==> config.mk <==
export PLATFORM = sky130hd
export DESIGN_NAME = stepper_phase_sequencer_accel
export DESIGN_NICKNAME = d
export VERILOG_FILES = /design/src/hdl/spsa_pkg.sv /design/src/hdl/spsa_core.sv /design/src/hdl/stepper_phase_sequencer_accel.sv
export SDC_FILE = /design/constraint.sdc
export NUM_CORES = 1
export LEC_CHECK = 0
export BUFFER_PORTS_ARGS = -buffer_cell sky130_fd_sc_hd__buf_2
export CELL_PAD_IN_SITES_DETAIL_PLACEMENT = 0
export CELL_PAD_IN_SITES_GLOBAL_PLACEMENT = 1
export CORE_AREA = 10 10 137 190
export CTS_CLUSTER_SIZE = 20
export DETAILED_ROUTE_END_ITERATION = 6
export DIE_AREA = 0 0 147 200
export PLACE_DENSITY = 0.81
export SLEW_MARGIN = 15
export SYNTH_ARGS = -nofsm -noshare
export SYNTH_HDL_FRONTEND = slang
export SYNTH_SLANG_ARGS = --single-unit
==> constraint.sdc <==
create_clock -name clock -period 11.6 [get_ports clock]
set_input_delay 0.58 -clock clock [delete_from_list [all_inputs] [get_ports clock]]
set_output_delay 0.58 -clock clock [all_outputs]
set_load 0.05 [all_outputs]
==> src/hdl/spsa_pkg.sv <==
// Shared types, constants and coil/delay tables of the stepper phase sequencer.
`default_nettype none
package spsa_pkg;

   // Field widths.
   localparam int REQ_W       = 3;
   localparam int POS_W       = 32;
   localparam int COIL_W      = 4;
   localparam int PHASE_W     = 3;
   localparam int ACCEL_IDX_W = 5;
   localparam int COUNT_W     = 4;
   localparam int CSR_IDX_W   = 1;
   localparam int CSR_DATA_W  = 1;

   // Acceleration ramp length and delay table size.
   localparam int ACCEL_ENTRIES = 23;
   localparam int ROM_DEPTH     = 23;
   localparam logic [ACCEL_IDX_W-1:0] ACCEL_START_IDX = ACCEL_IDX_W'(ACCEL_ENTRIES - 1);

   // Request codes.
   localparam logic [REQ_W-1:0] REQ_STEP        = 3'd0;
   localparam logic [REQ_W-1:0] REQ_MOVE        = 3'd1;
   localparam logic [REQ_W-1:0] REQ_ACCEL_START = 3'd2;
   localparam logic [REQ_W-1:0] REQ_ACCEL_END   = 3'd3;
   localparam logic [REQ_W-1:0] REQ_SET_POS     = 3'd4;
   localparam logic [REQ_W-1:0] REQ_POWER_OFF   = 3'd5;

   // Configuration register indexes.
   localparam logic [CSR_IDX_W-1:0] CSR_STEP_MODE = 1'b0;
   localparam logic [CSR_IDX_W-1:0] CSR_INVERT    = 1'b1;

   // Delay loaded into the countdown at each ramp entry.
   localparam logic [COUNT_W-1:0] ACCEL_DELAY_ROM [ROM_DEPTH] = '{
      4'd2, 4'd2, 4'd2, 4'd2, 4'd2, 4'd3, 4'd3, 4'd3, 4'd4, 4'd4, 4'd4, 4'd4,
      4'd5, 4'd5, 4'd5, 4'd6, 4'd6, 4'd6, 4'd8, 4'd8, 4'd10, 4'd10, 4'd10
   };

   // Coil patterns, bit0 blue, bit1 pink, bit2 yellow, bit3 orange.
   localparam logic [COIL_W-1:0] HALF_FW [8] = '{4'h3, 4'h2, 4'h6, 4'h4, 4'hC, 4'h8, 4'h9, 4'h1};
   localparam logic [COIL_W-1:0] HALF_BW [8] = '{4'h1, 4'h9, 4'h8, 4'hC, 4'h4, 4'h6, 4'h2, 4'h3};
   localparam logic [COIL_W-1:0] FULL_FW [4] = '{4'h3, 4'h6, 4'hC, 4'h9};
   localparam logic [COIL_W-1:0] FULL_BW [4] = '{4'h9, 4'hC, 4'h6, 4'h3};

   typedef struct packed {
      logic [REQ_W-1:0]        req_type;
      logic                    forward;
      logic signed [POS_W-1:0] value;
   } cmd_type;

   typedef struct packed {
      logic step_mode;
      logic invert_direction;
   } cfg_type;

   typedef struct packed {
      logic [COIL_W-1:0]       coils;
      logic                    coils_changed;
      logic                    done_res;
      logic signed [POS_W-1:0] position;
   } rsp_type;

   // Delay ROM read; entries past the table read as zero.
   function automatic logic [COUNT_W-1:0] accel_delay(input logic [ACCEL_IDX_W-1:0] idx);
      logic [COUNT_W-1:0] delay;
      delay = '0;
      for (int i = 0; i < ROM_DEPTH; i++) begin
         if (idx == ACCEL_IDX_W'(i)) begin
            delay = ACCEL_DELAY_ROM[i];
         end
      end
      return delay;
   endfunction

   // Coil pattern for the given mode, table direction and phase.
   function automatic logic [COIL_W-1:0] coil_pattern(input logic full_step,
                                                      input logic use_fw,
                                                      input logic [PHASE_W-1:0] phase);
      logic [COIL_W-1:0] pattern;
      if (full_step) begin
         pattern = use_fw ? FULL_FW[phase[1:0]] : FULL_BW[phase[1:0]];
      end else begin
         pattern = use_fw ? HALF_FW[phase] : HALF_BW[phase];
      end
      return pattern;
   endfunction

endpackage
`default_nettype wire

==> src/hdl/spsa_core.sv <==
// Sequencer state registers and the per-request next-state and result logic.
`default_nettype none
module spsa_core (
   input  wire logic              clock,
   input  wire logic              reset,
   input  wire logic              fire,
   input  wire spsa_pkg::cmd_type cmd,
   input  wire spsa_pkg::cfg_type cfg,
   output spsa_pkg::rsp_type      rsp
);
   import spsa_pkg::*;

   logic signed [POS_W-1:0] pos_ff, pos_in;
   logic [PHASE_W-1:0]      phase_ff, phase_in;
   logic [ACCEL_IDX_W-1:0]  accel_idx_ff, accel_idx_in;
   logic [COUNT_W-1:0]      countdown_ff, countdown_in;
   logic [COIL_W-1:0]       coil_ff, coil_in;

   logic                    move_up;
   logic                    move_down;
   logic                    step_fwd;
   logic                    wrap;
   logic [PHASE_W-1:0]      step_phase;
   logic [PHASE_W-1:0]      step_phase_next;
   logic [COIL_W-1:0]       step_coils;
   logic signed [POS_W-1:0] step_pos;
   logic [ACCEL_IDX_W-1:0]  accel_idx_dec;
   logic                    changed;
   logic                    done;

   // Direction of a move toward the target.
   assign move_up   = pos_ff < $signed(cmd.value);
   assign move_down = pos_ff > $signed(cmd.value);
   assign step_fwd  = (cmd.req_type == REQ_MOVE) ? move_up : cmd.forward;

   // One step: coil lookup, phase advance and position update on sequence wrap.
   always_comb begin
      if (cfg.step_mode) begin
         step_phase = {1'b0, phase_ff[1:0]};
         wrap       = (phase_ff[1:0] == 2'd3);
      end else begin
         step_phase = phase_ff;
         wrap       = (phase_ff == 3'd7);
      end
      step_coils      = coil_pattern(cfg.step_mode, step_fwd ^ cfg.invert_direction, step_phase);
      step_phase_next = wrap ? '0 : step_phase + 3'd1;
      if (wrap) begin
         step_pos = step_fwd ? pos_ff + 32'sd1 : pos_ff - 32'sd1;
      end else begin
         step_pos = pos_ff;
      end
   end

   assign accel_idx_dec = accel_idx_ff - 5'd1;

   // Request decode.
   always_comb begin
      pos_in       = pos_ff;
      phase_in     = phase_ff;
      accel_idx_in = accel_idx_ff;
      countdown_in = countdown_ff;
      coil_in      = coil_ff;
      changed      = 1'b0;
      done         = 1'b0;
      unique case (cmd.req_type)
         REQ_STEP: begin
            if (accel_idx_ff != '0 && countdown_ff != '0) begin
               // Still waiting out the acceleration delay.
               countdown_in = countdown_ff - 4'd1;
            end else begin
               if (accel_idx_ff != '0) begin
                  accel_idx_in = accel_idx_dec;
                  countdown_in = accel_delay(accel_idx_dec);
               end
               pos_in   = step_pos;
               phase_in = step_phase_next;
               coil_in  = step_coils;
               changed  = 1'b1;
               done     = (step_phase_next == '0);
            end
         end
         REQ_MOVE: begin
            changed = 1'b1;
            if (move_up || move_down) begin
               pos_in   = step_pos;
               phase_in = step_phase_next;
               coil_in  = step_coils;
            end else begin
               // Target reached: power the coils off.
               coil_in  = '0;
               phase_in = '0;
               done     = 1'b1;
            end
         end
         REQ_ACCEL_START: begin
            accel_idx_in = ACCEL_START_IDX;
            countdown_in = accel_delay(ACCEL_START_IDX);
         end
         REQ_ACCEL_END: begin
            accel_idx_in = '0;
            countdown_in = '0;
         end
         REQ_SET_POS: begin
            pos_in = cmd.value;
         end
         REQ_POWER_OFF: begin
            coil_in  = '0;
            phase_in = '0;
            changed  = 1'b1;
         end
         default: begin
         end
      endcase
   end

   // State update on each executed request.
   always_ff @(posedge clock) begin
      if (reset) begin
         pos_ff       <= '0;
         phase_ff     <= '0;
         accel_idx_ff <= '0;
         countdown_ff <= '0;
         coil_ff      <= '0;
      end else if (fire) begin
         pos_ff       <= pos_in;
         phase_ff     <= phase_in;
         accel_idx_ff <= accel_idx_in;
         countdown_ff <= countdown_in;
         coil_ff      <= coil_in;
      end
   end

   assign rsp.coils         = coil_in;
   assign rsp.coils_changed = changed;
   assign rsp.done_res      = done;
   assign rsp.position      = pos_in;

endmodule
`default_nettype wire

==> src/hdl/stepper_phase_sequencer_accel.sv <==
// Top level of the unipolar stepper phase sequencer with step acceleration.
//
// Requests (step tick, move, accel start/end, set position, power off) enter
// on the req_ valid/ready channel; each one produces exactly one transaction
// on the rsp_ channel carrying the coil drive, a coil-written flag, a done
// flag and the position counter after the request.
// A request is captured in an input register, executed by the sequencer core
// once the output register can take its result, and its result sits in that
// output register, which drives rsp_valid. One request per cycle is sustained
// while the receiver keeps rsp_ready high; the limit is the single state
// update per cycle in the core.
// When the receiver stalls, the result holds in the output register, the
// input register keeps one more request, and req_ready drops after that.
// The csr_ channel writes step_mode (index 0) and invert_direction (index 1);
// it is always ready and should be used only while the block is idle.
// Synchronous reset clears position, phase, acceleration state, coils (all
// off), both configuration bits and the valid flags of both pipeline registers.
`default_nettype none
module stepper_phase_sequencer_accel (
   input  wire logic                                clock,
   input  wire logic                                reset,
   // Request channel.
   input  wire logic                                req_valid,
   output logic                                     req_ready,
   input  wire logic [spsa_pkg::REQ_W-1:0]          req_type,
   input  wire logic                                req_forward,
   input  wire logic signed [spsa_pkg::POS_W-1:0]   req_value,
   // Result channel.
   output logic                                     rsp_valid,
   input  wire logic                                rsp_ready,
   output logic [spsa_pkg::COIL_W-1:0]              rsp_coils,
   output logic                                     rsp_coils_changed,
   output logic                                     rsp_done_res,
   output logic signed [spsa_pkg::POS_W-1:0]        rsp_position,
   // Configuration channel.
   input  wire logic                                csr_valid,
   output logic                                     csr_ready,
   input  wire logic [spsa_pkg::CSR_IDX_W-1:0]      csr_index,
   input  wire logic [spsa_pkg::CSR_DATA_W-1:0]     csr_wdata
);
   import spsa_pkg::*;

   logic    in_valid_ff;
   cmd_type cmd_ff;
   logic    rsp_valid_ff;
   rsp_type rsp_ff;
   cfg_type cfg_ff;
   rsp_type core_rsp;
   logic    fire;

   // Execute when a request is held and the output register can take its result.
   assign fire      = in_valid_ff && (!rsp_valid_ff || rsp_ready);
   assign req_ready = !in_valid_ff || fire;
   assign csr_ready = 1'b1;

   // Input register.
   always_ff @(posedge clock) begin
      if (reset) begin
         in_valid_ff <= 1'b0;
      end else if (req_ready) begin
         in_valid_ff <= req_valid;
      end
   end

   always_ff @(posedge clock) begin
      if (req_valid && req_ready) begin
         cmd_ff.req_type <= req_type;
         cmd_ff.forward  <= req_forward;
         cmd_ff.value    <= req_value;
      end
   end

   // Configuration registers.
   always_ff @(posedge clock) begin
      if (reset) begin
         cfg_ff <= '0;
      end else if (csr_valid) begin
         unique case (csr_index)
            CSR_STEP_MODE: cfg_ff.step_mode        <= csr_wdata[0];
            CSR_INVERT:    cfg_ff.invert_direction <= csr_wdata[0];
            default: begin
            end
         endcase
      end
   end

   spsa_core u_core (
      .clock (clock),
      .reset (reset),
      .fire  (fire),
      .cmd   (cmd_ff),
      .cfg   (cfg_ff),
      .rsp   (core_rsp)
   );

   // Output register.
   always_ff @(posedge clock) begin
      if (reset) begin
         rsp_valid_ff <= 1'b0;
      end else if (fire) begin
         rsp_valid_ff <= 1'b1;
      end else if (rsp_ready) begin
         rsp_valid_ff <= 1'b0;
      end
   end

   always_ff @(posedge clock) begin
      if (fire) begin
         rsp_ff <= core_rsp;
      end
   end

   assign rsp_valid         = rsp_valid_ff;
   assign rsp_coils         = rsp_ff.coils;
   assign rsp_coils_changed = rsp_ff.coils_changed;
   assign rsp_done_res      = rsp_ff.done_res;
   assign rsp_position      = rsp_ff.position;

endmodule
`default_nettype wire
# Yosys cells after proc, flatten, opt, wreduce, memory -nomap -nowiden
# Memory sizes are Yosys's and may differ from the RTL's.
# Index checks and enable logic that the tools add are counted.
# W data, S select, Z words.
[totals]
reg_bits = 126
latch_bits = 0
mem_bits_rw = 0
mem_bits_ro = 64
in_bits = 43
out_inout_bits = 41
memories = 2
[memory_table]
columns = ["memory", "depth", "width", "rd", "rd_ports_with_merged_regs", "wr", "line_no", "rtl"]
rows = [
  ["(no name shown)", 8, 4, 1, 0, 0, "spsa_pkg.sv:82", "pattern = use_fw ? HALF_FW[phase] : HALF_BW[phase];"],
  ["(no name shown)", 8, 4, 1, 0, 0, "spsa_pkg.sv:82", ""],
]
[op_classes]
add_sub_neg = 5
multipliers = 0
div_mod_pow = 0
n_lt_le_gt_ge = 4
eq_ne = 32
n_shift = 0
n_mux = 64
bitwise = 4
reduce_logical = 22
[op_table]
columns = ["cell", "count"]
rows = [
  ["$mux W32", 4],
  ["$pmux W32 S3", 1],
  ["$mux W4", 20],
  ["$mux W3", 14],
  ["$eq A5 B4 Y1 const B", 8],
  ["$eq A5 B5 Y1 const B", 7],
  ["$add A32 B2 Y32 const B", 1],
  ["$gt A32 B32 Y1", 1],
  ["$lt A32 B32 Y1", 1],
  ["$sub A32 B2 Y32 const B", 1],
  ["$pmux W4 S3", 2],
  ["$eq A5 B3 Y1 const B", 4],
  ["$bmux W4 S2", 2],
  ["$mux W2", 8],
  ["$pmux W5 S3", 1],
  ["$eq A5 B2 Y1 const B", 2],
  ["$mux W5", 2],
  ["$eq A3 B3 Y1 const B", 3],
  ["$pmux W3 S3", 1],
  ["$mux W1", 7],
  ["$eq A3 B2 Y1 const B", 2],
  ["$logic_not A3 Y1", 2],
  ["$reduce_and A3 Y1", 2],
  ["$reduce_bool A3 Y1", 2],
  ["other kinds (26)", 33],
]

# Logic depth before layout (Yosys ltp)
# Gate-level depths: netlist (run 1).
[depth]
depth_word = 28
ltp_mapped = 20
ltp_nobuf = 17

# Modules after synthesis
# Synthesis (run 1) repeated with hierarchy kept, for this count alone.
[hier_totals]
cells_unflattened = 991
area_unflattened_um2 = 8639.5
[modules_own_cells]
columns = ["mod", "instances", "cells_each", "area_per_inst_um2", "seq_area_each_um2"]
rows = [
  ["spsa_core", 1, 896, 6217.2, 960.9],
  ["stepper_phase_sequencer_accel", 1, 95, 2422.3, 2302.2],
]

# Worst setup path before layout (run 1)
# OpenSTA, ideal clock, no wires.
[synth_timing]
path_kind = "flip-flop to flip-flop"
startpoint = "register cmd_ff[19] (netlist bit)"
endpoint = "register rsp_ff, in the netlist rsp_position[28] (data pin)"
arrival_time_ns = 4.463
required_time_ns = 11.334
slack_ns = 6.871
stages_incl_launch_ff = 20
period_less_slack_ns = 4.729
path_cell_list = "edfxtp_1 inv_1 ha_1 and3_1 a221o_1 a221oi_4 o2111ai_4 o31ai_2 buf_2 buf_2 xnor2_1 ha_1 nor3_1 nor3b_1 a211oi_2 nand2_1 a2111oi_4 o2bb2ai_1 nor4b_1 nor3_1"
[synth_rtl]
columns = ["element", "line_no", "rtl"]
rows = [
  ["start, declared", "stepper_phase_sequencer_accel.sv:44", "cmd_type cmd_ff;"],
  ["end signal, assigned", "stepper_phase_sequencer_accel.sv:109", "rsp_ff <= core_rsp;"],
  ["end, declared", "stepper_phase_sequencer_accel.sv:46", "rsp_type rsp_ff;"],
]

# Worst setup path after layout (run 1)
[layout_timing]
startpoint = "register u_core.pos_ff[13]"
endpoint = "register u_core.pos_ff[22]"
[layout_via]
elab_chain_len = 6
word_cells_on_any_way = 11
cone_classes = "add/sub: 2; order compare: 2; mux: 6; reduce/logical: 1"
[layout_lines]
columns = ["element", "line_no", "rtl"]
rows = [
  ["start, declared", "spsa_core.sv:13", "logic signed [POS_W-1:0] pos_ff, pos_in;"],
  ["start signal, assigned", "spsa_core.sv:125", "pos_ff <= pos_in;"],
  ["$lt A32 B32 Y1", "spsa_core.sv:32", "assign move_up = pos_ff < $signed(cmd.value);"],
  ["$mux W1", "spsa_core.sv:34", "assign step_fwd = (cmd.req_type == REQ_MOVE) ? move_up : cmd.forward;"],
  ["$mux W32", "spsa_core.sv:48", "step_pos = step_fwd ? pos_ff + 32'sd1 : pos_ff - 32'sd1;"],
  ["$mux W32", "spsa_core.sv:47", "if (wrap) begin"],
  ["$mux W32, on equally long branches", "spsa_core.sv:84, spsa_core.sv:67", ""],
  ["$pmux W32 S3 (*)", "spsa_core.sv:65", "unique case (cmd.req_type)"],
]
# Every way passes the cells marked *; elsewhere a longest branch is shown, timed or not.
# A chain may end at the register's enable or synchronous reset.

==> results of run 1 <==
-- layout make-up --
type	instances	area (µm²)	area share
Clock inverter	10	121.4	0.01235
Clock buffer	22	454.2	0.04620
Multi-Input combinational cell	746	4882	0.4966
Tap cell	301	376.6	0.03831
Inverter	58	217.7	0.02215
Timing Repair Buffer	96	515.5	0.05244
Sequential cell	126	3263	0.3319
-- flip-flops by register name, summed over array words and instances (netlist names), 3 cells and up --
signal               count
cmd_ff                  36
rsp_position            32
u_core.pos_ff           32
u_core.accel_idx_ff      5
rsp_coils                4
u_core.coil_ff           4
u_core.countdown_ff      4
u_core.phase_ff          3
-- per-stage QoR --
stage | instances | hold WS [ns]
2_1_floorplan | 1006 | 0.4366
3_5_place_dp | 1327 | 0.4517
3_3_place_gp | 1327 | 0.4415
5_1_grt | 1359 | 0.3039
4_1_cts | 1359 | 0.2989
6_report | 1359 | 0.3179
-- per-layer routing --
layer | share of wire | vias to the layer above | GRT usage
met5 | 0 | - | 0
met4 | 0.046 | 0 | 0.1089
met3 | 0.057 | 69 | 0.03650
met2 | 0.50 | 337 | 0.3278
met1 | 0.40 | 3852 | 0.2205
li1 | - | 3857 | -
-- report_power, final --
group	leakage [µW]	switching, µW	total [µW]	internal, µW
clock network	0.000276	196	535	339
registers	0.00114	27.6	528	500
logic	0.00238	159	235	76.1
-- cells by family after synthesis --
group                    after synthesis
multiplexers                          30
AND/OR/NAND/NOR                      374
other                                  1
adder cells (fa/ha/maj)               46
XOR/XNOR                              12
flip-flops                           126
buffers and inverters                134
AO/OA/AOI/OAI                        283
-- worst max-delay path: stages, from the launching register on --
cell and delay, ns:
dfxtp_1 0.74, ha_1 0.24, nand4_1 0.20, nor4_1 0.42, o21ai_0 0.20, a31oi_1 0.42, o31ai_4 0.12, xnor2_1 0.13
ha_1 0.24, nor3_1 0.36, nor3b_1 0.65, nand4_1 0.16, a21oi_1 0.42, mux2_2 0.39, a222oi_1 0.22, nor2_1 0.06
-- final timing paths --
check,start,endpoint,slack (ns),depth (start not counted)
worst max-delay path,u_core.pos_ff[13]$_SDFFE_PP0P_,u_core.pos_ff[22]$_SDFFE_PP0P_,6.49,15
worst min-delay path,req_value[7],cmd_ff[7]$_DFFE_PP_,0.32,1
worst max register to register,u_core.pos_ff[13]$_SDFFE_PP0P_,u_core.pos_ff[22]$_SDFFE_PP0P_,6.49,15
worst min register to register,u_core.coil_ff[2]$_SDFFE_PP0P_,u_core.coil_ff[2]$_SDFFE_PP0P_,0.46,2
-- layout by cell type (no fill, tap or decap), drive strengths merged, types with 36 or more instances in the layout --
cell type  netlist  routed
o21ai           74      74
edfxtp          74      74
nor3            36      36
dfxtp           52      52
buf             18      96
ha              46      46
nand2           90      90
nor2            90      90
inv             57      58
a21oi           66      66
==> flow_summary_export.csv, run 1 <==
group,metric,value,unit
status,status,"complete, no violations",
sta,fmax,195.6,MHz
logic_synthesis,syn_nets,1095,
power_and_ir_drop,max-vdd-ir-drop,0.00008868,V
logic_synthesis,synth_common_cells,"nand2_1 (90), nor2_1 (90), edfxtp_1 (74)",
power_and_ir_drop,leakage,0.003791,µW
sta,min_period,5.113,ns
cts,cts_buffers,17,
logic_synthesis,syn_inst,1006,
logic_synthesis,synth_edf_count,74,
final_layout,drive_gt1_frac,0.1418,
logic_synthesis,ys_async_sr_fraction,0,
routing,drtIter0Drc,726,
logic_synthesis,synth_top_cell_by_area,"edfxtp_1",
run,cap_violations,0,
global_route,grt_max_degree,51,
final_layout,area.growth.synth_to_final,13.70,%
routing,wl,28530,µm
cts,cts-root-buf,"clkbuf_16",
hold_path,hold_class,"in -> reg",
worst_setup_path,critPathLaunchType,"flop",
worst_setup_path,path_class,"reg -> reg",
global_route,antenna_found_initial,0,
cts,postCtsHoldBufs,0,
cts,cts_resized,0,
routing,via_per_inst,5.971,
routing,wl_per_cell,20.99,µm
power_and_ir_drop,power,1298,µW
sta,hold_viol,0,
logic_synthesis,synthTopCellsByArea,"edfxtp_1 (26%), dfxtp_1 (12%), ha_1 (6.7%), nand2_1 (3.9%), nor2_1 (3.9%)",
final_layout,fin_area,0.009831,mm²
sta,clock_skew,0.01089,ns
logic_synthesis,yosysUniqueCellTypes,82,
placed_design,io_buffers,82,
cts,cts_max_path_buffers,2,
placed_design,place_area,0.009255,mm²
logic_synthesis,synth_mux_area_frac,0.03560,
final_layout,num_antenna_cells,0,
floorplanning,dieHeight,200,µm
global_route,grt_pass1_vias,7862,
sta,setup_slack,6.487,ns
sta,period_share,0.4407,
worst_setup_path,critPathCaptureType,"flop",
routing,ant_nets,0,
logic_synthesis,synth_top_family_by_area,"compound AO/OA/AOI/OAI gates",
cts,cts_sinks,126,
routing,firstDrtPassIters,5,
worst_setup_path,arrival,5.41,ns
global_route,track_usage,0.1914,
cts,clk_pin_slew_worst_paths,0.06,ns
logic_synthesis,synth_top_area_frac,0.2570,
cts,clock_latency,0.44,ns
sta,finalSetupTns,0,ns
placed_design,hpwlAfterDp,20400,µm
sta,tightest_slew,1.167,ns
cts,post_cts_buffers,0,
logic_synthesis,synth-compound-area-share,0.2298,
final_layout,nNetsFinal,1134,
final_layout,fin_util,0.4396,
floorplanning,die-area,0.02940,mm²
worst_setup_path,cp.required,11.90,ns
sta,setup_viol,0,
logic_synthesis,yosys.area_share.simple,0.2140,
placed_design,pre_cts_slack,6.561,ns
logic_synthesis,synth-seq-cells,126,
logic_synthesis,yosysSeqAreaShare,0.3774,
final_layout,num-fill-cells,2257,
placed_design,finalWeightedCongestion,0.9650,
logic_synthesis,synth_ff_type,"edfxtp_1",
sta,slew_headroom,0.2189,
logic_synthesis,synth_area,0.008646,mm²
routing,vias,8115,
global_route,grt_pass1_wl,44250,µm
cts,htree_levels,4,
cts,cts_tree,"done",
sta,finalMaxSlewViolations,0,
floorplanning,rows,65,
worst_setup_path,path_max_fanout,16,
floorplanning,die_w,147,µm
power_and_ir_drop,p_per_area,132.1,mW/mm²
floorplanning,core,0.02237,mm²
floorplanning,io_pins,84,
floorplanning,start_util,0.3866,
logic_synthesis,syn-mean-instance-area,8.594,µm²
logic_synthesis,synthAdderAreaFrac,0.06657,
logic_synthesis,synthXorXnorAreaFrac,0.01375,
sta,rsz0062_at_grt,"false",
global_route,overflow,0,
logic_synthesis,yosys_warnings,0,
routing,drc_errors,0,
(Power assumes the default switching activity.)
==> run 2, diff against run 1 <==
clock period = 5 ns   (was 11.6 ns; I/O delays follow)
==> run 2 against run 1 <==
Net effect:
- register-to-register slack got worse by 6.2 ns
- hold slack worse by 0.29 ns
- die area unchanged
- global-route usage is 1.6 points higher
- cell count is 5.3% higher
- combinational power rose to 2.7 times the previous value
- total power is 140% higher
- clock skew rose by 0.0023 ns
- sequential power grew 130%
- design area is 7.2% higher
- critical endpoint is now rsp_position[24]$_DFFE_PP_
==> flow_summary_export.csv, run 2 (synthesis gave the netlist of run 1 again) <==
group,metric,value,unit
sta,finalSetupTns,0,ns
sta,finalMaxSlewViolations,0,
power_and_ir_drop,p_per_area,299.3,mW/mm²
worst_setup_path,critPathLaunchType,"flop",
floorplanning,dieHeight,200,µm
routing,drtIter0Drc,711,
placed_design,place_area,0.009540,mm²
power_and_ir_drop,leakage,0.004157,µW
routing,drc_errors,0,
floorplanning,die-area,0.02940,mm²
final_layout,area.growth.synth_to_final,21.85,%
final_layout,drive_gt1_frac,0.1796,
hold_path,hold_depth,1,
global_route,grt_pass1_wl,47780,µm
worst_setup_path,path_max_fanout,6,
final_layout,nNetsFinal,1206,
routing,wl_per_cell,21.57,µm
global_route,antenna_found_initial,0,
worst_setup_path,cpPeakStageDelay,0.55,ns
power_and_ir_drop,sw_frac_of_total,0.3133,
floorplanning,core,0.02237,mm²
worst_setup_path,cp-startpoint,"cmd_ff[19]$_DFFE_PP_",
power_and_ir_drop,combPwrFrac,0.203,
routing,via_per_inst,5.937,
final_layout,fin_area,0.01054,mm²
cts,cts_tree,"done",
placed_design,place_inst,1365,
routing,ant_nets,0,
sta,hold_viol,0,
worst_setup_path,cp_slowest_cell,"a2111o_1",
final_layout,top_register,"cmd_ff",
cts,clk_pin_slew_worst_paths,0.07,ns
placed_design,io_buffers,82,
worst_setup_path,cp.required,5.30,ns
sta,clock_skew,0.01323,ns
worst_setup_path,arrival,4.98,ns
power_and_ir_drop,switchingPower,988.1,µW
sta,fmax,213.6,MHz
cts,post_cts_buffers,0,
worst_setup_path,r2r_cells,17,
placed_design,hpwlAfterDp,22560,µm
worst_setup_path,path_class,"reg -> reg",
sta,rsz0062_at_grt,"false",
power_and_ir_drop,p_int,2165,µW
routing,vias,8496,
status,status,"complete, no violations",
final_layout,largest_register_ffs,36,
routing,wl,30860,µm
floorplanning,io_pins,84,
run,cap_violations,0,
cts,clock_latency,0.44,ns
cts,cts_sinks,126,
worst_setup_path,crit_path_cell_trace,"inv_1 > ha_1 > and3_1 > a221o_1 > a221oi_4 > o2111ai_4 > o31ai_4 > xnor2_1 > ha_1 > nor3_2 > nor3b_2 > a211oi_2 > a2111o_1 > a2111oi_4 > o21ai_2 > o32a_1 > o21ai_1",
power_and_ir_drop,seqPwrFrac,0.380,
floorplanning,die_w,147,µm
global_route,grt_pass1_vias,8495,
sta,setup_viol,0,
worst_setup_path,crit_buf_inv,1,
global_route,grt_max_degree,40,
final_layout,fin_util,0.4710,
cts,htree_levels,4,
worst_setup_path,ff2ff_setup_slack,0.32,ns
floorplanning,rows,65,
final_layout,mostFrequentLayoutCells,"nor2_1 (89), nand2_1 (89), buf_2 (82), edfxtp_1 (74), o21ai_0 (67)",
worst_setup_path,critPathMostFrequentCell,"ha_1",
sta,slew_headroom,0.2557,
sta,tightest_slew,1.115,ns
final_layout,num_antenna_cells,0,
worst_setup_path,path_delay_family,"compound AO/OA/AOI/OAI gates",
sta,period_share,0.9364,
power_and_ir_drop,power,3153,µW
floorplanning,start_util,0.3866,
power_and_ir_drop,max-vdd-ir-drop,0.0002204,V
worst_setup_path,cp.depth,17,
hold_path,hold_class,"in -> reg",
placed_design,finalWeightedCongestion,0.9981,
worst_setup_path,regToRegStartpoint,"cmd_ff[19]$_DFFE_PP_",
cts,cts-root-buf,"clkbuf_16",
sta,min_period,4.682,ns
worst_setup_path,worstReg2RegEnd,"rsp_position[24]$_DFFE_PP_",
cts,cts_max_path_buffers,2,
final_layout,fin_cells,1431,
routing,firstDrtPassIters,5,
global_route,overflow,0,
global_route,track_usage,0.2073,
worst_setup_path,critPathCaptureType,"flop",
worst_setup_path,crit_path_end,"rsp_position[24]$_DFFE_PP_",
power_and_ir_drop,clkPwrFrac,0.416,
cts,cts_buffers,17,
-- run 2: per-layer routing --
| metal | GRT usage | share of wire |
|---|---|---|
| met1 | 0.2269 | 0.39 |
| met2 | 0.3671 | 0.51 |
| met3 | 0.03831 | 0.055 |
| met4 | 0.1251 | 0.048 |
| met5 | 0 | 0 |
-- run 2: through the flow --
stage / worst slack, ns / hold WS, ns
global route: 0.05556 / 0.01386
CTS: 0.09069 / 0.005682
global placement: 0.2778 / 0.4265
detailed placement: 0.1334 / 0.4282
floorplan: 0.2711 / 0.3489
finish: 0.3181 / 0.02843
-- run 2: timing repair --
item / in CTS / in global routing
setup endpoints to repair: 0 / 18
hold endpoints to repair: 34 / 0
hold buffers: 34 / 0
gates resized for setup: 0 / 8
-- run 2: cell type report --
cell class / instances / area [µm²]
fill: 2147 / 11830
multi-input combinational: 746 / 4927
sequential: 126 / 3263
timing repair buffer: 168 / 1141
clock buffer: 17 / 425.4
tap: 301 / 376.6
inverter: 58 / 217.7
clock inverter: 15 / 183.9
-- run 2: worst register-to-register path: stages (launching register included) --
cell and delay [ns]:
edfxtp_1 0.37, inv_1 0.06, ha_1 0.31, and3_1 0.20
a221o_1 0.38, a221oi_4 0.30, o2111ai_4 0.24, o31ai_4 0.33
xnor2_1 0.15, ha_1 0.25, nor3_2 0.08, nor3b_2 0.29
a211oi_2 0.17, a2111o_1 0.55, a2111oi_4 0.37, o21ai_2 0.12
o32a_1 0.30, o21ai_1 0.08
-- run 2: worst min path at each step --
stage | startpoint | endpoint | slack (ns)
2_1_floorplan | req_value[0] | cmd_ff[0]$_DFFE_PP_ | 0.35
3_3_place_gp | req_value[22] | cmd_ff[22]$_DFFE_PP_ | 0.43
3_5_place_dp | req_value[2] | cmd_ff[2]$_DFFE_PP_ | 0.43
4_1_cts | req_value[23] | cmd_ff[23]$_DFFE_PP_ | 0.006
5_1_grt | req_value[23] | cmd_ff[23]$_DFFE_PP_ | 0.01
6_report | req_value[23] | cmd_ff[23]$_DFFE_PP_ | 0.03
-- run 2: power groups by stage --
stage / sequential, µW / combinational [µW] / clock, µW
2_1_floorplan: 1270 / 355 / 0
3_3_place_gp: 1220 / 609 / 0
3_5_place_dp: 1220 / 609 / 0
4_1_cts: 1200 / 633 / 1330
5_1_grt: 1200 / 692 / 1380
6_report: 1200 / 642 / 1310
==> run 3, diff against run 2 <==
CTS_BUF_LIST = sky130_fd_sc_hd__clkbuf_8   (was unset)
clock period = 4.4 ns   (was 5 ns; I/O delays follow)
==> run 3 against run 2 <==
Net effect:
- maximum frequency grew 8.7%
- clock power shrank 17%
- sequential share of layout area shrank 0.96 points
- register-to-register slack lost 0.23 ns
- die area is the same
- hold slack is essentially flat
- clock skew grew 0.0015 ns
- core utilization grew 1.5 points
- first-iteration DRC count grew 1.1%
- total power grew 2.2%
- critical path type unchanged
- critical endpoint unchanged
- largest power group is now sequential cells
- highest routed layer unchanged
==> flow_summary_export.csv, run 3 (synthesis gave the netlist of run 1 again) <==
group,metric,value,unit
status,status,"complete, no violations",
placed_design,finalWeightedCongestion,0.9331,
routing,wl_per_cell,20.55,µm
floorplanning,start_util,0.3866,
worst_setup_path,cp_slowest_cell,"a2111o_1",
final_layout,fin_cells,1476,
routing,drc_errors,0,
worst_setup_path,r2r_cells,17,
worst_setup_path,path_class,"reg -> reg",
floorplanning,die_w,147,µm
worst_setup_path,crit_path_cell_trace,"inv_2 > ha_4 > and3_4 > a221o_1 > a221oi_4 > o2111ai_4 > o31ai_4 > xnor2_2 > ha_4 > nor3_4 > or3_1 > a2bb2oi_2 > a2111o_1 > a2111oi_4 > o21ai_4 > o32a_1 > o21ai_1",
final_layout,mostFrequentLayoutCells,"buf_4 (91), nor2_1 (89), nand2_1 (89), buf_2 (82), edfxtp_1 (74)",
floorplanning,core,0.02237,mm²
sta,setup_viol,0,
power_and_ir_drop,combPwrFrac,0.242,
sta,fmax,232.1,MHz
sta,finalMaxSlewViolations,0,
global_route,antenna_found_initial,0,
final_layout,drive_gt1_frac,0.2272,
hold_path,hold_class,"in -> reg",
worst_setup_path,critPathMostFrequentCell,"ha_4",
cts,cts_buffers,17,
global_route,track_usage,0.2034,
final_layout,area.growth.synth_to_final,25.79,%
power_and_ir_drop,p_int,2172,µW
cts,clk_pin_slew_worst_paths,0.08,ns
power_and_ir_drop,clkPwrFrac,0.339,
cts,clock_latency,0.48,ns
power_and_ir_drop,max-vdd-ir-drop,0.0001687,V
final_layout,num_antenna_cells,0,
worst_setup_path,path_delay_family,"compound AO/OA/AOI/OAI gates",
placed_design,hpwlAfterDp,21890,µm
final_layout,fin_util,0.4863,
run,cap_violations,0,
sta,min_period,4.308,ns
power_and_ir_drop,seqPwrFrac,0.419,
worst_setup_path,path_max_fanout,5,
routing,via_per_inst,5.825,
worst_setup_path,cp.depth,17,
global_route,overflow,0,
cts,cts-root-buf,"clkbuf_8",
routing,wl,30340,µm
cts,cts_max_path_buffers,2,
global_route,grt_pass1_vias,8525,
routing,ant_nets,0,
sta,holdWs,0.02851,ns
sta,slew_headroom,0.2386,
cts,cts_sinks,126,
sta,hold_viol,0,
worst_setup_path,critPathLaunchType,"flop",
cts,cts_tree,"done",
placed_design,io_buffers,82,
final_layout,nNetsFinal,1251,
worst_setup_path,crit_buf_inv,1,
power_and_ir_drop,sw_frac_of_total,0.3261,
worst_setup_path,cp.required,4.73,ns
floorplanning,dieHeight,200,µm
floorplanning,die-area,0.02940,mm²
routing,drtIter0Drc,719,
power_and_ir_drop,p_per_area,296.4,mW/mm²
worst_setup_path,cpPeakStageDelay,0.50,ns
floorplanning,rows,65,
global_route,grt_pass1_wl,47100,µm
placed_design,place_inst,1392,
sta,clock_skew,0.01475,ns
final_layout,top_register,"cmd_ff",
sta,rsz0062_at_grt,"true",
routing,vias,8597,
cts,htree_levels,4,
worst_setup_path,critPathCaptureType,"flop",
floorplanning,io_pins,84,
final_layout,layout_commonest_cell,"buf_4",
routing,firstDrtPassIters,5,
hold_path,hold_depth,3,
final_layout,largest_register_ffs,36,
power_and_ir_drop,switchingPower,1051,µW
final_layout,num-fill-cells,2178,
worst_setup_path,arrival,4.64,ns
sta,tightest_slew,1.141,ns
global_route,grt_max_degree,40,
power_and_ir_drop,leakage,0.004306,µW
sta,period_share,0.9791,
==> run 3: power by group through the flow <==
stage	Clock (µW)	Combinational (µW)	Sequential, µW
final	1090	779	1350
after global routing	1150	846	1360
after CTS	1110	744	1350
after detailed placement	0	714	1380
after global placement	0	713	1380
after floorplan	0	408	1440
==> run 3: per-stage QoR <==
stage	setup TNS [ns]	worst slack [ns]	instance area (µm²)	total power, µW
finish	0	0.09187	10880	3224
global route	-0.3780	-0.1677	10880	3356
floorplan	-0.08735	-0.04498	8681	1845
CTS	0	0.01932	10600	3202
global placement	0	0.008987	9782	2089
detailed placement	-0.1383	-0.06648	9782	2091
==> run 3: what timing repair did <==
action                     4_1_cts  5_1_grt
setup endpoints to repair        3       22
hold endpoints to repair        39        0
resized for setup                2       31
hold buffers                    39        0
setup buffers                    0       13
pin swaps                        1       14
==> run 3: layer usage <==
layer,track usage,share of wire
met1,0.2341,0.40
met2,0.3543,0.50
met3,0.03380,0.054
met4,0.1115,0.046
met5,0,0
==> run 3: worst min-delay path, cell delays in order <==
cell and delay, ns:
buf_2 0.11, nand3_1 0.08, a21oi_1 0.06
==> run 3: area by class of cell <==
cell class	instances	area (µm²)	area share
clock buffers	18	247.7	0.02278
clock inverters	14	168.9	0.01553
inverters	58	217.7	0.02002
multi-input cells	746	5096	0.4686
flip-flops and latches	126	3264	0.3002
well taps	301	376.6	0.03463
repair buffers	213	1504	0.1383
==> run 3: worst paths after layout <==
check / from / endpoint / slack (ns)
worst min-delay path: csr_valid / cfg_ff[0]$_SDFFE_PP0P_ / 0.03
worst max register to register: cmd_ff[19]$_DFFE_PP_ / rsp_position[24]$_DFFE_PP_ / 0.09
worst max-delay path: cmd_ff[19]$_DFFE_PP_ / rsp_position[24]$_DFFE_PP_ / 0.09
worst min register to register: u_core.coil_ff[2]$_SDFFE_PP0P_ / u_core.coil_ff[2]$_SDFFE_PP0P_ / 0.46
